File: src/design/scfr_pkg.sv
// ---------------------------------------------------------------------------
// scfr_pkg - shared types and constants of the second-chance frame replacer
// Operation and status codes, frame attribute entry, result item and the
// write-back rule for a page that leaves its frame.
// ---------------------------------------------------------------------------
package scfr_pkg;

  localparam int NUM_FRAMES_DEF = 64;
  localparam int FM_WORD        = 64;   // bits per word of the free map
  localparam int FRAME_W        = 6;    // width of the frame fields
  localparam logic [3:0] MAX_PASSES_RST = 4'd6;

  typedef enum logic [2:0] {
    OP_ALLOC   = 3'd0,
    OP_REF     = 3'd1,
    OP_PIN     = 3'd2,
    OP_UNPIN   = 3'd3,
    OP_RELEASE = 3'd4
  } op_t;

  typedef enum logic [1:0] {
    ST_OK        = 2'd0,
    ST_NO_VICTIM = 2'd1,
    ST_BAD_FRAME = 2'd2
  } status_t;

  typedef enum logic [1:0] {
    WB_DISCARD = 2'd0,
    WB_FILE    = 2'd1,
    WB_SWAP    = 2'd2
  } wb_t;

  // origin bits of a resident page
  localparam int ORG_LOADED = 0;
  localparam int ORG_MMAP   = 1;
  localparam int ORG_MOD    = 2;

  typedef enum logic [2:0] {
    S_CLEAR,
    S_IDLE,
    S_TGT,
    S_FREE,
    S_SWEEP,
    S_DONE
  } state_t;

  typedef struct packed {
    logic [2:0] origin;
    logic       dirty;
    logic       refd;
    logic       pinned;
    logic       valid;
  } attr_t;

  typedef struct packed {
    logic [2:0]         op;
    logic [FRAME_W-1:0] frame;
    logic               is_write;
    logic [2:0]         origin;
  } item_t;

  typedef struct packed {
    logic               page_modified;
    logic [1:0]         writeback;
    logic               writeback_valid;
    logic [1:0]         status;
    logic               evicted;
    logic [FRAME_W-1:0] frame_out;
  } res_t;

  typedef struct packed {
    logic wr;
    logic clr;
    logic set;
  } fm_cmd_t;

  typedef struct packed {
    logic [1:0] wb;
    logic       modified;
  } wb_info_t;

  function automatic wb_info_t leave_page(input attr_t a);
    wb_info_t w;
    logic     m;
    m = a.dirty | a.origin[ORG_MOD];
    if (a.origin[ORG_LOADED] && !m) begin
      w.wb = WB_DISCARD;
    end else if (a.origin[ORG_MMAP]) begin
      w.wb = a.dirty ? WB_FILE : WB_DISCARD;
    end else begin
      w.wb = WB_SWAP;
    end
    w.modified = m;
    return w;
  endfunction

endpackage

File: src/design/scfr_free_map.sv
// ---------------------------------------------------------------------------
// scfr_free_map - occupancy bitmap of the frame pool
// One bit per frame in words of up to 64 bits. The word read last is
// searched for its lowest free frame; writes set, clear or wipe one word.
// ---------------------------------------------------------------------------
module scfr_free_map
  import scfr_pkg::*;
#(
  parameter  int NUM_FRAMES = NUM_FRAMES_DEF,
  localparam int WB         = (NUM_FRAMES < FM_WORD) ? NUM_FRAMES : FM_WORD,
  localparam int WBW        = $clog2(WB),
  localparam int NW         = (NUM_FRAMES + WB - 1) / WB,
  localparam int WIW        = (NW > 1) ? $clog2(NW) : 1
) (
  input  logic                clk,
  input  logic [WIW-1:0]      rd_addr,
  input  fm_cmd_t             cmd,
  input  logic [WIW-1:0]      wr_addr,
  input  logic [WBW-1:0]      wr_bit,
  output logic                free_any,
  output logic [WBW-1:0]      free_pos
);

  localparam int LASTB = NUM_FRAMES - (NW - 1) * WB;

  logic [WB-1:0]  mem [NW];
  logic [WB-1:0]  rd_word;
  logic [WIW-1:0] rd_waddr;
  logic [WB-1:0]  free_mask;
  logic [WB-1:0]  onehot;
  logic [WB-1:0]  new_word;
  logic           at_last;

  // set and clear modify the word read in the previous cycle; a wipe writes zeros
  assign onehot   = WB'(1) << wr_bit;
  assign new_word = cmd.clr ? '0 : (cmd.set ? (rd_word | onehot) : (rd_word & ~onehot));

  always_ff @(posedge clk) begin
    if (cmd.wr) begin
      mem[wr_addr] <= new_word;
    end
    rd_word  <= mem[rd_addr];
    rd_waddr <= rd_addr;
  end

  assign at_last = (rd_waddr == WIW'(NW - 1));

  always_comb begin
    for (int b = 0; b < WB; b++) begin
      free_mask[b] = !rd_word[b] && !(at_last && (b >= LASTB));
    end
  end

  // lowest free bit wins
  always_comb begin
    free_pos = '0;
    for (int b = WB - 1; b >= 0; b--) begin
      if (free_mask[b]) free_pos = WBW'(b);
    end
  end

  assign free_any = |free_mask;

endmodule

File: src/design/scfr_ctrl.sv
// ---------------------------------------------------------------------------
// scfr_ctrl - sequencer and frame attribute memory
// Holds per-frame attributes in a synchronous memory, runs the clearing
// pass, the free-frame search, the clock sweep and the per-frame updates.
// ---------------------------------------------------------------------------
module scfr_ctrl
  import scfr_pkg::*;
#(
  parameter int NUM_FRAMES = NUM_FRAMES_DEF
) (
  input  logic       clk,
  input  logic       rst,
  input  logic [3:0] max_passes,
  input  logic       in_valid,
  input  item_t      in_item,
  output logic       in_ready,
  input  logic       out_free,
  output logic       res_push,
  output res_t       res
);

  localparam int FW  = $clog2(NUM_FRAMES);
  localparam int WB  = (NUM_FRAMES < FM_WORD) ? NUM_FRAMES : FM_WORD;
  localparam int WBW = $clog2(WB);
  localparam int NW  = (NUM_FRAMES + WB - 1) / WB;
  localparam int WIW = (NW > 1) ? $clog2(NW) : 1;

  function automatic logic [FW-1:0] wrap_inc(input logic [FW-1:0] p);
    return (p == FW'(NUM_FRAMES - 1)) ? '0 : p + 1'b1;
  endfunction

  state_t state, state_next;

  item_t          item;
  res_t           res_next;
  logic [FW-1:0]  hand, hand_next;
  logic [FW-1:0]  clr_idx, clr_next;
  logic [FW-1:0]  iss, iss_next;
  logic [FW-1:0]  evl, evl_next;
  logic [FW-1:0]  step_cnt, step_next;
  logic [3:0]     pass_cnt, pass_next;
  logic [WIW-1:0] widx, widx_next;

  // attribute memory
  attr_t         mem [NUM_FRAMES];
  attr_t         attr_rd;
  logic [FW-1:0] attr_raddr;
  logic          attr_we;
  logic [FW-1:0] attr_waddr;
  attr_t         attr_wdata;

  // free map
  logic [WIW-1:0] fm_raddr;
  fm_cmd_t        fm_cmd;
  logic [WIW-1:0] fm_waddr;
  logic [WBW-1:0] fm_wbit;
  logic           free_any;
  logic [WBW-1:0] free_pos;

  logic [FW+FRAME_W-1:0] in_ext, tg_ext;
  logic [FW-1:0]         in_addr, tg_addr, free_addr;
  logic                  tg_bad;
  logic                  fr_last;
  logic                  sw_live, sw_victim, sw_wrap, sw_end;
  logic [3:0]            pass_inc;
  wb_info_t              lv;
  attr_t                 fresh;

  scfr_free_map #(.NUM_FRAMES(NUM_FRAMES)) u_free_map (
    .clk      (clk),
    .rd_addr  (fm_raddr),
    .cmd      (fm_cmd),
    .wr_addr  (fm_waddr),
    .wr_bit   (fm_wbit),
    .free_any (free_any),
    .free_pos (free_pos)
  );

  always_ff @(posedge clk) begin
    if (attr_we) begin
      mem[attr_waddr] <= attr_wdata;
    end
    attr_rd <= mem[attr_raddr];
  end

  assign in_ext    = {{FW{1'b0}}, in_item.frame};
  assign in_addr   = in_ext[FW-1:0];
  assign tg_ext    = {{FW{1'b0}}, item.frame};
  assign tg_addr   = tg_ext[FW-1:0];
  assign tg_bad    = (tg_ext >= (FW + FRAME_W)'(NUM_FRAMES)) || !attr_rd.valid;
  assign free_addr = FW'({widx, free_pos});
  assign fr_last   = (widx == WIW'(NW - 1));
  assign fresh     = '{origin: item.origin, dirty: 1'b0, refd: 1'b0,
                       pinned: 1'b0, valid: 1'b1};

  assign sw_live   = attr_rd.valid && !attr_rd.pinned;
  assign sw_victim = sw_live && !attr_rd.refd;
  assign sw_wrap   = (step_cnt == FW'(NUM_FRAMES - 1));
  assign pass_inc  = pass_cnt + 4'd1;
  assign sw_end    = sw_wrap && (pass_inc == max_passes);
  assign lv        = leave_page(attr_rd);

  assign in_ready  = (state == S_IDLE);

  always_ff @(posedge clk) begin
    if (rst) begin
      state   <= S_CLEAR;
      clr_idx <= '0;
      hand    <= '0;
    end else begin
      state   <= state_next;
      clr_idx <= clr_next;
      hand    <= hand_next;
    end
  end

  always_ff @(posedge clk) begin
    if (in_valid && in_ready) begin
      item <= in_item;
    end
    res      <= res_next;
    iss      <= iss_next;
    evl      <= evl_next;
    step_cnt <= step_next;
    pass_cnt <= pass_next;
    widx     <= widx_next;
  end

  always_comb begin
    state_next = state;
    case (state)
      S_CLEAR: begin
        if (clr_idx == FW'(NUM_FRAMES - 1)) state_next = S_IDLE;
      end
      S_IDLE: begin
        if (in_valid) begin
          case (in_item.op)
            OP_ALLOC:                               state_next = S_FREE;
            OP_REF, OP_PIN, OP_UNPIN, OP_RELEASE:   state_next = S_TGT;
            default:                                state_next = S_DONE;
          endcase
        end
      end
      S_TGT:   state_next = S_DONE;
      S_FREE: begin
        if (free_any || (fr_last && max_passes == 4'd0)) begin
          state_next = S_DONE;
        end else if (fr_last) begin
          state_next = S_SWEEP;
        end
      end
      S_SWEEP: begin
        if (sw_victim || sw_end) state_next = S_DONE;
      end
      S_DONE: begin
        if (out_free) state_next = S_IDLE;
      end
      default: state_next = S_CLEAR;
    endcase
  end

  always_comb begin
    attr_raddr = '0;
    attr_we    = 1'b0;
    attr_waddr = evl;
    attr_wdata = '0;
    fm_raddr   = '0;
    fm_cmd     = '0;
    fm_waddr   = '0;
    fm_wbit    = '0;
    res_next   = res;
    res_push   = 1'b0;
    hand_next  = hand;
    clr_next   = clr_idx;
    iss_next   = iss;
    evl_next   = evl;
    step_next  = step_cnt;
    pass_next  = pass_cnt;
    widx_next  = widx;
    case (state)
      S_CLEAR: begin
        attr_we    = 1'b1;
        attr_waddr = clr_idx;
        fm_cmd.wr  = ((FW + 1)'(clr_idx) < (FW + 1)'(NW));
        fm_cmd.clr = 1'b1;
        fm_waddr   = WIW'(clr_idx);
        clr_next   = clr_idx + 1'b1;
      end
      S_IDLE: begin
        attr_raddr = in_addr;
        fm_raddr   = (in_item.op == OP_ALLOC) ? '0 : WIW'(in_addr >> WBW);
        widx_next  = '0;
        res_next   = '0;
      end
      S_TGT: begin
        res_next.frame_out = item.frame;
        attr_waddr         = tg_addr;
        attr_wdata         = attr_rd;
        if (tg_bad) begin
          res_next.status = ST_BAD_FRAME;
        end else begin
          case (item.op)
            OP_REF: begin
              attr_we          = 1'b1;
              attr_wdata.refd  = 1'b1;
              attr_wdata.dirty = attr_rd.dirty | item.is_write;
            end
            OP_PIN: begin
              attr_we           = 1'b1;
              attr_wdata.pinned = 1'b1;
            end
            OP_UNPIN: begin
              attr_we           = 1'b1;
              attr_wdata.pinned = 1'b0;
            end
            OP_RELEASE: begin
              attr_we                  = 1'b1;
              attr_wdata               = '0;
              fm_cmd.wr                = 1'b1;
              fm_waddr                 = WIW'(tg_addr >> WBW);
              fm_wbit                  = tg_addr[WBW-1:0];
              res_next.writeback_valid = 1'b1;
              res_next.writeback       = lv.wb;
              res_next.page_modified   = lv.modified;
            end
            default: ;
          endcase
        end
      end
      S_FREE: begin
        if (free_any) begin
          attr_we            = 1'b1;
          attr_waddr         = free_addr;
          attr_wdata         = fresh;
          fm_cmd.wr          = 1'b1;
          fm_cmd.set         = 1'b1;
          fm_waddr           = widx;
          fm_wbit            = free_pos;
          res_next.frame_out = FRAME_W'(free_addr);
        end else if (fr_last) begin
          if (max_passes == 4'd0) begin
            res_next.status = ST_NO_VICTIM;
          end else begin
            // start the sweep at the hand
            attr_raddr = hand;
            iss_next   = wrap_inc(hand);
            evl_next   = hand;
            step_next  = '0;
            pass_next  = '0;
          end
        end else begin
          widx_next = widx + 1'b1;
          fm_raddr  = widx + 1'b1;
        end
      end
      S_SWEEP: begin
        attr_raddr = iss;
        iss_next   = wrap_inc(iss);
        evl_next   = iss;
        if (sw_victim) begin
          attr_we                  = 1'b1;
          attr_wdata               = fresh;
          res_next.frame_out       = FRAME_W'(evl);
          res_next.evicted         = 1'b1;
          res_next.writeback_valid = 1'b1;
          res_next.writeback       = lv.wb;
          res_next.page_modified   = lv.modified;
          hand_next                = wrap_inc(evl);
        end else begin
          if (sw_live) begin
            // second chance: drop the accessed bit and move on
            attr_we         = 1'b1;
            attr_wdata      = attr_rd;
            attr_wdata.refd = 1'b0;
          end
          if (sw_wrap) begin
            step_next = '0;
            pass_next = pass_inc;
          end else begin
            step_next = step_cnt + 1'b1;
          end
          if (sw_end) res_next.status = ST_NO_VICTIM;
        end
      end
      S_DONE: begin
        res_push = out_free;
      end
      default: ;
    endcase
  end

  a_pass_bound: assert property (@(posedge clk) disable iff (rst)
    state == S_SWEEP |-> pass_cnt < max_passes)
    else $error("sweep ran past the pass limit");

  a_word_bound: assert property (@(posedge clk) disable iff (rst)
    state == S_FREE |-> widx <= WIW'(NW - 1))
    else $error("free search ran past the last word");

  a_wb_quiet: assert property (@(posedge clk) disable iff (rst)
    res_push && !res.writeback_valid |-> res.writeback == WB_DISCARD && !res.page_modified)
    else $error("write-back fields set without a page leaving");

  a_evict_ok: assert property (@(posedge clk) disable iff (rst)
    res_push && res.evicted |-> res.status == ST_OK && res.writeback_valid)
    else $error("eviction reported without write-back or with bad status");

  a_idle_mem: assert property (@(posedge clk) disable iff (rst)
    state == S_IDLE || state == S_DONE |-> !attr_we && !fm_cmd.wr)
    else $error("memory written between transactions");

endmodule

File: src/design/second_chance_frame_replacer.sv
// ---------------------------------------------------------------------------
// second_chance_frame_replacer - clock (second-chance) frame replacer
// Reference, pin, unpin and release read the target's attributes, update them and
// then present the result; allocate searches the free map word by word for a free
// frame and, with none found, sweeps the frames from the clock hand for a victim.
// One transaction in flight at a time; the next is taken while the result waits in
// the output register. After reset a clearing pass over every frame wipes the
// attribute memory and the free map.
// ---------------------------------------------------------------------------
module second_chance_frame_replacer
  import scfr_pkg::*;
#(
  parameter int NUM_FRAMES = NUM_FRAMES_DEF
) (
  input  logic        clk,
  input  logic        rst,
  input  logic        cfg_we,
  input  logic [3:0]  cfg_wdata,       // max_passes
  input  logic        s_axis_tvalid,
  output logic        s_axis_tready,
  input  logic [15:0] s_axis_tdata,    // frame[5:0], is_write, from_file,
                                       // is_mmapped, modified_before, zeros
  input  logic [2:0]  s_axis_tuser,    // op
  output logic        m_axis_tvalid,
  input  logic        m_axis_tready,
  output logic [15:0] m_axis_tdata     // frame_out[5:0], evicted, status[1:0],
                                       // writeback_valid, writeback[1:0],
                                       // page_modified, zeros
);

  logic [3:0] max_passes;
  item_t      in_item;
  logic       out_free;
  logic       res_push;
  res_t       res;
  res_t       out_res;

  always_ff @(posedge clk) begin
    if (rst) begin
      max_passes <= MAX_PASSES_RST;
    end else if (cfg_we) begin
      max_passes <= cfg_wdata;
    end
  end

  assign in_item = '{op:       s_axis_tuser,
                     frame:    s_axis_tdata[5:0],
                     is_write: s_axis_tdata[6],
                     origin:   s_axis_tdata[9:7]};

  assign out_free = !m_axis_tvalid || m_axis_tready;

  scfr_ctrl #(.NUM_FRAMES(NUM_FRAMES)) u_ctrl (
    .clk        (clk),
    .rst        (rst),
    .max_passes (max_passes),
    .in_valid   (s_axis_tvalid),
    .in_item    (in_item),
    .in_ready   (s_axis_tready),
    .out_free   (out_free),
    .res_push   (res_push),
    .res        (res)
  );

  // output register: hold the result until the transaction completes
  always_ff @(posedge clk) begin
    if (rst) begin
      m_axis_tvalid <= 1'b0;
    end else if (res_push) begin
      m_axis_tvalid <= 1'b1;
    end else if (m_axis_tready) begin
      m_axis_tvalid <= 1'b0;
    end
  end

  always_ff @(posedge clk) begin
    if (res_push) begin
      out_res <= res;
    end
  end

  assign m_axis_tdata = {3'b000, out_res};

endmodule

File: config.mk
export PLATFORM = sky130hd
export DESIGN_NAME = second_chance_frame_replacer
export DESIGN_NICKNAME = d
export VERILOG_FILES = /design/src/design/scfr_pkg.sv /design/src/design/scfr_free_map.sv /design/src/design/scfr_ctrl.sv /design/src/design/second_chance_frame_replacer.sv
export SDC_FILE = /design/constraint.sdc
export NUM_CORES = 1
export LEC_CHECK = 0
export BUFFER_PORTS_ARGS = -buffer_cell sky130_fd_sc_hd__clkbuf_2
export CORE_MARGIN = 2
export CORE_UTILIZATION = 31
export CTS_CLUSTER_SIZE = 24
export DETAILED_ROUTE_END_ITERATION = 10
export GPL_ROUTABILITY_DRIVEN = 1
export GPL_TIMING_DRIVEN = 0
export PLACE_DENSITY = 0.52
export SYNTH_ARGS = -nofsm -noshare
export SYNTH_HDL_FRONTEND = slang
export SYNTH_HIERARCHICAL = 1
export SYNTH_SLANG_ARGS = --single-unit
File: constraint.sdc
create_clock -name clk -period 6 [get_ports clk]
set_clock_uncertainty 0.2 [all_clocks]
set_input_delay 1.2 -clock clk [delete_from_list [all_inputs] [get_ports clk]]
set_output_delay 1.2 -clock clk [all_outputs]
set_load 0.005 [all_outputs]
Word-level counts from Yosys, hierarchy flattened --
Memories as Yosys holds them, arrays and structs flattened. A register that Yosys moved wholly into a read port is not among the register bits. Index checks and enable logic that the tools add are counted. W data, S select, Z words.
Word-level totals: bits in registers 82, memory bits (writable) 512, input port bits 28, memories kept 2
Cells by class: add/sub/neg operators 7, magnitude comparators 2, eq/ne operators 36, shift operators 1, multiplexer cells 155, bitwise gates (word level) 6, reduce and logical (&&, ||, !) cells 102
Memory list:
- u_ctrl.mem | words 64, width 7, rd ports 1, clocked after memory_dff 1, wr ports 1, line scfr_ctrl.sv:45 | attr_t mem [NUM_FRAMES];
- u_ctrl.u_free_map.mem | words 1, width 64, rd ports 1, clocked after memory_dff 1, wr ports 1, line scfr_free_map.sv:26 | logic [WB-1:0] mem [NW];
Operators with widths (count):
- $mux W6 | 86
- $mux W64 | 2
- $logic_not A1 Y1 | 69
- $and A64 B64 Y64 | 1
- $not A64 Y64 | 1
- $or A64 B64 Y64 | 1
- $reduce_or A64 Y1 | 1
- $shl A1 B6 Y64 const A | 1
- $pmux W6 S2 | 4
- $pmux W6 S3 | 2
- $mux W7 | 5
- $mux W4 | 8
- $add A6 B1 Y6 const B | 5
- $eq A6 B6 Y1 const B | 5
- $pmux W6 S4 | 1
- $mux W3 | 7
- $pmux W7 S3 | 1
- $mux W1 | 20
- $eq A3 B2 Y1 const B | 6
- $ne A2 B1 Y1 const B | 9
- $pmux W3 S6 | 1
- $mux W2 | 8
- $ne A2 B2 Y1 const B | 7
- $eq A3 B3 Y1 const B | 4
- 32 further kinds | 54

Longest topological paths before layout --
depth in word-level cells 71, mapped depth 18

By module --
Netlist, hierarchy kept.
Modules (own cells, without submodules):
- scfr_ctrl | times used 1, cells each 1678, area an instance 21764.6 um2, sequential area each 15334.7 um2
- scfr_free_map | times used 1, cells each 548, area an instance 5441.5 um2, sequential area each 3203.1 um2
- second_chance_frame_replacer | times used 1, cells each 33, area an instance 589.3 um2, sequential area each 490.5 um2

Worst setup path after synthesis --
OpenSTA, ideal clock, no wires.
path kind register to register, from register u_ctrl.state[2], to memory u_ctrl/mem[0][0] (netlist bit) (data pin), setup time 702 ps, arrival 3694 ps, setup slack 1405 ps, stages on the path, launching flop included 6, buffers on the path 1, cell sequence dfxtp_1 clkbuf_1 or3_1 inv_2 a21oi_1 o21ai_0
RTL lines:
- start, declared | line scfr_ctrl.sv:32 | state_t state, state_next;
- start signal, assigned | line scfr_ctrl.sv:111 | state <= state_next;
- end, declared | line scfr_ctrl.sv:45

Final worst setup path --
from register u_ctrl.u_free_map.rd_word[36] (read register of u_ctrl.u_free_map.mem), to register, netlist name u_ctrl/attr_rd[0]
On the way: word-level cells in the longest chain between the ends 4
Ends and longest elaborated chain:
- start, declared | line scfr_free_map.sv:27 | logic [WB-1:0] rd_word;
- $logic_not A1 Y1 | line scfr_free_map.sv:50 | free_mask[b] = !rd_word[b] && !(at_last && (b >= LASTB));
- $reduce_or A64 Y1 | line scfr_free_map.sv:62 | assign free_any = |free_mask;
- via u_ctrl.free_any | line scfr_ctrl.sv:57 | logic free_any;
- $mux W6 | line scfr_ctrl.sv:231 | if (free_any) begin
- $pmux W6 S3 | line scfr_ctrl.sv:180 | case (state)
The timed path passes the listed nets, and every way through them passes these cells. A chain may end at the register's enable or synchronous reset.

==> impl_metrics.ini <==
[route]
via_count = 19080
drc_errors = 0
drt_iter0_markers = 2046
ant_nets = 0
wire_per_inst_um = 23.06
viasPerCell = 5.297
drtPass1Iterations = 8
routed_wl_mm = 83.10

[timing]
rsz0062_at_grt = false
fmax_ghz = 0.1764
layout_min_cycle_time_ns = 5.670
post-route-period-util = 0.9450
drv_slew = 0
timing.setup.tns_ns = 0
final-hold-violation-count = 0
finalSetupViolations = 0
fin_ws_ns = 0.3299
relSlewSlack = 0.2743
max_slew.worst_pin.slew_ns = 1.089

[synth]
synth.avg_cell_area_um2 = 12.31
yosys_warnings = 6
netlist_instances = 2258
syn_area_mm2 = 0.02779

[grt]
overflow = 0
grt_pass1_vias = 18470
track_usage = 0.1788
antenna_found_initial = 1
grt_max_degree = 65
grt_pass1_wl_mm = 121.7

[placed_design]
place.gp.congestion = 0.9165
hpwl_mm = 58.08
pre_cts_slack_ns = 0.5225
io_buffers = 36

[worst_hold_path]
hp-class = register to register
hold_depth = 0
hold_start = u_ctrl/u_free_map/mem[0][14]

[setup_path]
worstSetupStartpoint = u_ctrl/u_free_map/rd_word[36]
cp_max_fo = 10
worstPathRequired_ns = 6.26
slowest_delay_ns = 0.61
worst-path-buf-inv = 3
critPathLaunchType = register
cpMaxStageDelayCell = nor2_2
critPathArrivalTime_ns = 5.93
regToRegEndpoint = u_ctrl/attr_rd[0]
crit_top_cell = nand4_1
cp.depth = 16
reg2reg_from = u_ctrl/u_free_map/rd_word[36]
cp-endpoint = u_ctrl/attr_rd[0]
worstSetupPathType = register to register
critPathTopFamily = simple AND/OR/NAND/NOR gates
cp-end-kind = register
path_cells = nand2_1, or3_1, or4_4, nor2_1, nand4_1, and4bb_2, buf_4, nand3_1, and2_1, buf_2, nor2_2, buf_2, nand3_1, nand4_1, nand4_1, or3b_1
r2r_cells = 16
rrSetupSlack_ns = 0.33

[power]
vdd_drop_max_mv = 0.1848
p_leak_nw = 10.65
powerDensity_mw_per_mm2 = 306.4

[final_layout]
areaGrowthSynthToFinish_pct = 15.36
num_antenna_cells = 0
layout.nets = 2419
layout-drive-gt1-share = 0.09557

[clock_tree]
post_cts_buffers = 0
cts_buffers = 73
clk_path_buf_depth = 3
clk_pin_slew_ns = 0.06
cts_tree = done
cts_root_buf = clkbuf_16
h-tree-depth = 3
cts.repair.resized = 0
clock_sink_count = 664
clk_latency_ns = 0.61
hold_buffers = 0

[outcome]
status = completed

[floorplanning]
die_area_mm2 = 0.09206
rows = 109
ios = 46
coreArea_mm2 = 0.08865
die_x_um = 303.4
start_util = 0.3135
dieHeight_um = 303.4

[run]
max-cap-violations = 0
[sequential cells by signal, indices dropped and copies added, names as in the netlist, 7 cells and up]
name and flops:
m_axis_tdata 13, u_ctrl/attr_rd 7, u_ctrl/u_free_map/mem 64, u_ctrl/u_free_map/rd_word 64, u_ctrl/res 13, u_ctrl/mem 448
[cell type report]
type                       count  area, µm²
inverter                      24      90.09
clock inverter                40      422.9
clock buffer                  89       1917
sequential                   664      19030
multi-input combinational   1450       8108
buffer                       122      629.4
fill                        8584      56590
tap                         1165       1458
timing repair buffer          49      407.9
[how the worst min path moves through the flow]
stage,end,slack [ns]
2_1_floorplan,u_ctrl/u_free_map/rd_word[0],0.12
3_3_place_gp,u_ctrl/u_free_map/rd_word[63],0.12
3_5_place_dp,u_ctrl/u_free_map/rd_word[11],0.13
4_1_cts,u_ctrl/u_free_map/rd_word[14],0.11
5_1_grt,u_ctrl/u_free_map/rd_word[17],0.11
6_report,u_ctrl/u_free_map/rd_word[14],0.11
[layer usage]
metal  up-vias  GRT usage  routed length (µm)
met2       817     0.2892               38370
met1      9470     0.2389               35290
met4         0    0.06104                2574
li1       8640          -                   -
met5         -          0                   0
met3       157    0.03691                6869
[cells in the final DEF (no fill, tap or decap), types with 32 or more instances in the layout]
cell type,instances
nor2_1,197
o21ai_0,33
edfxtp_1,573
mux2i_1,104
clkbuf_2,36
dfxtp_1,91
clkbuf_1,74
clkbuf_16,73
nand4_1,33
nand2_1,442
a32oi_1,32
nand3_1,127
a21oi_1,108
[through the flow]
stage,hold WS (ns),total power [mW],cells,utilization,area (µm²)
after CTS,0.1070,9.906,3603,0.3617,32060
after global placement,0.1244,5.473,3461,0.3321,29440
final,0.1091,9.825,3603,0.3617,32060
after global routing,0.1068,10.12,3603,0.3617,32060
after floorplan,0.1233,5.370,2260,-,27800
after detailed placement,0.1269,5.478,3474,0.3353,29720
[power by group]
part / switching, mW / internal (mW)
Sequential: 0.0919 / 5.09
Clock: 1.82 / 2.62
Combinational: 0.138 / 0.0640
(Power assumes the default switching activity.)
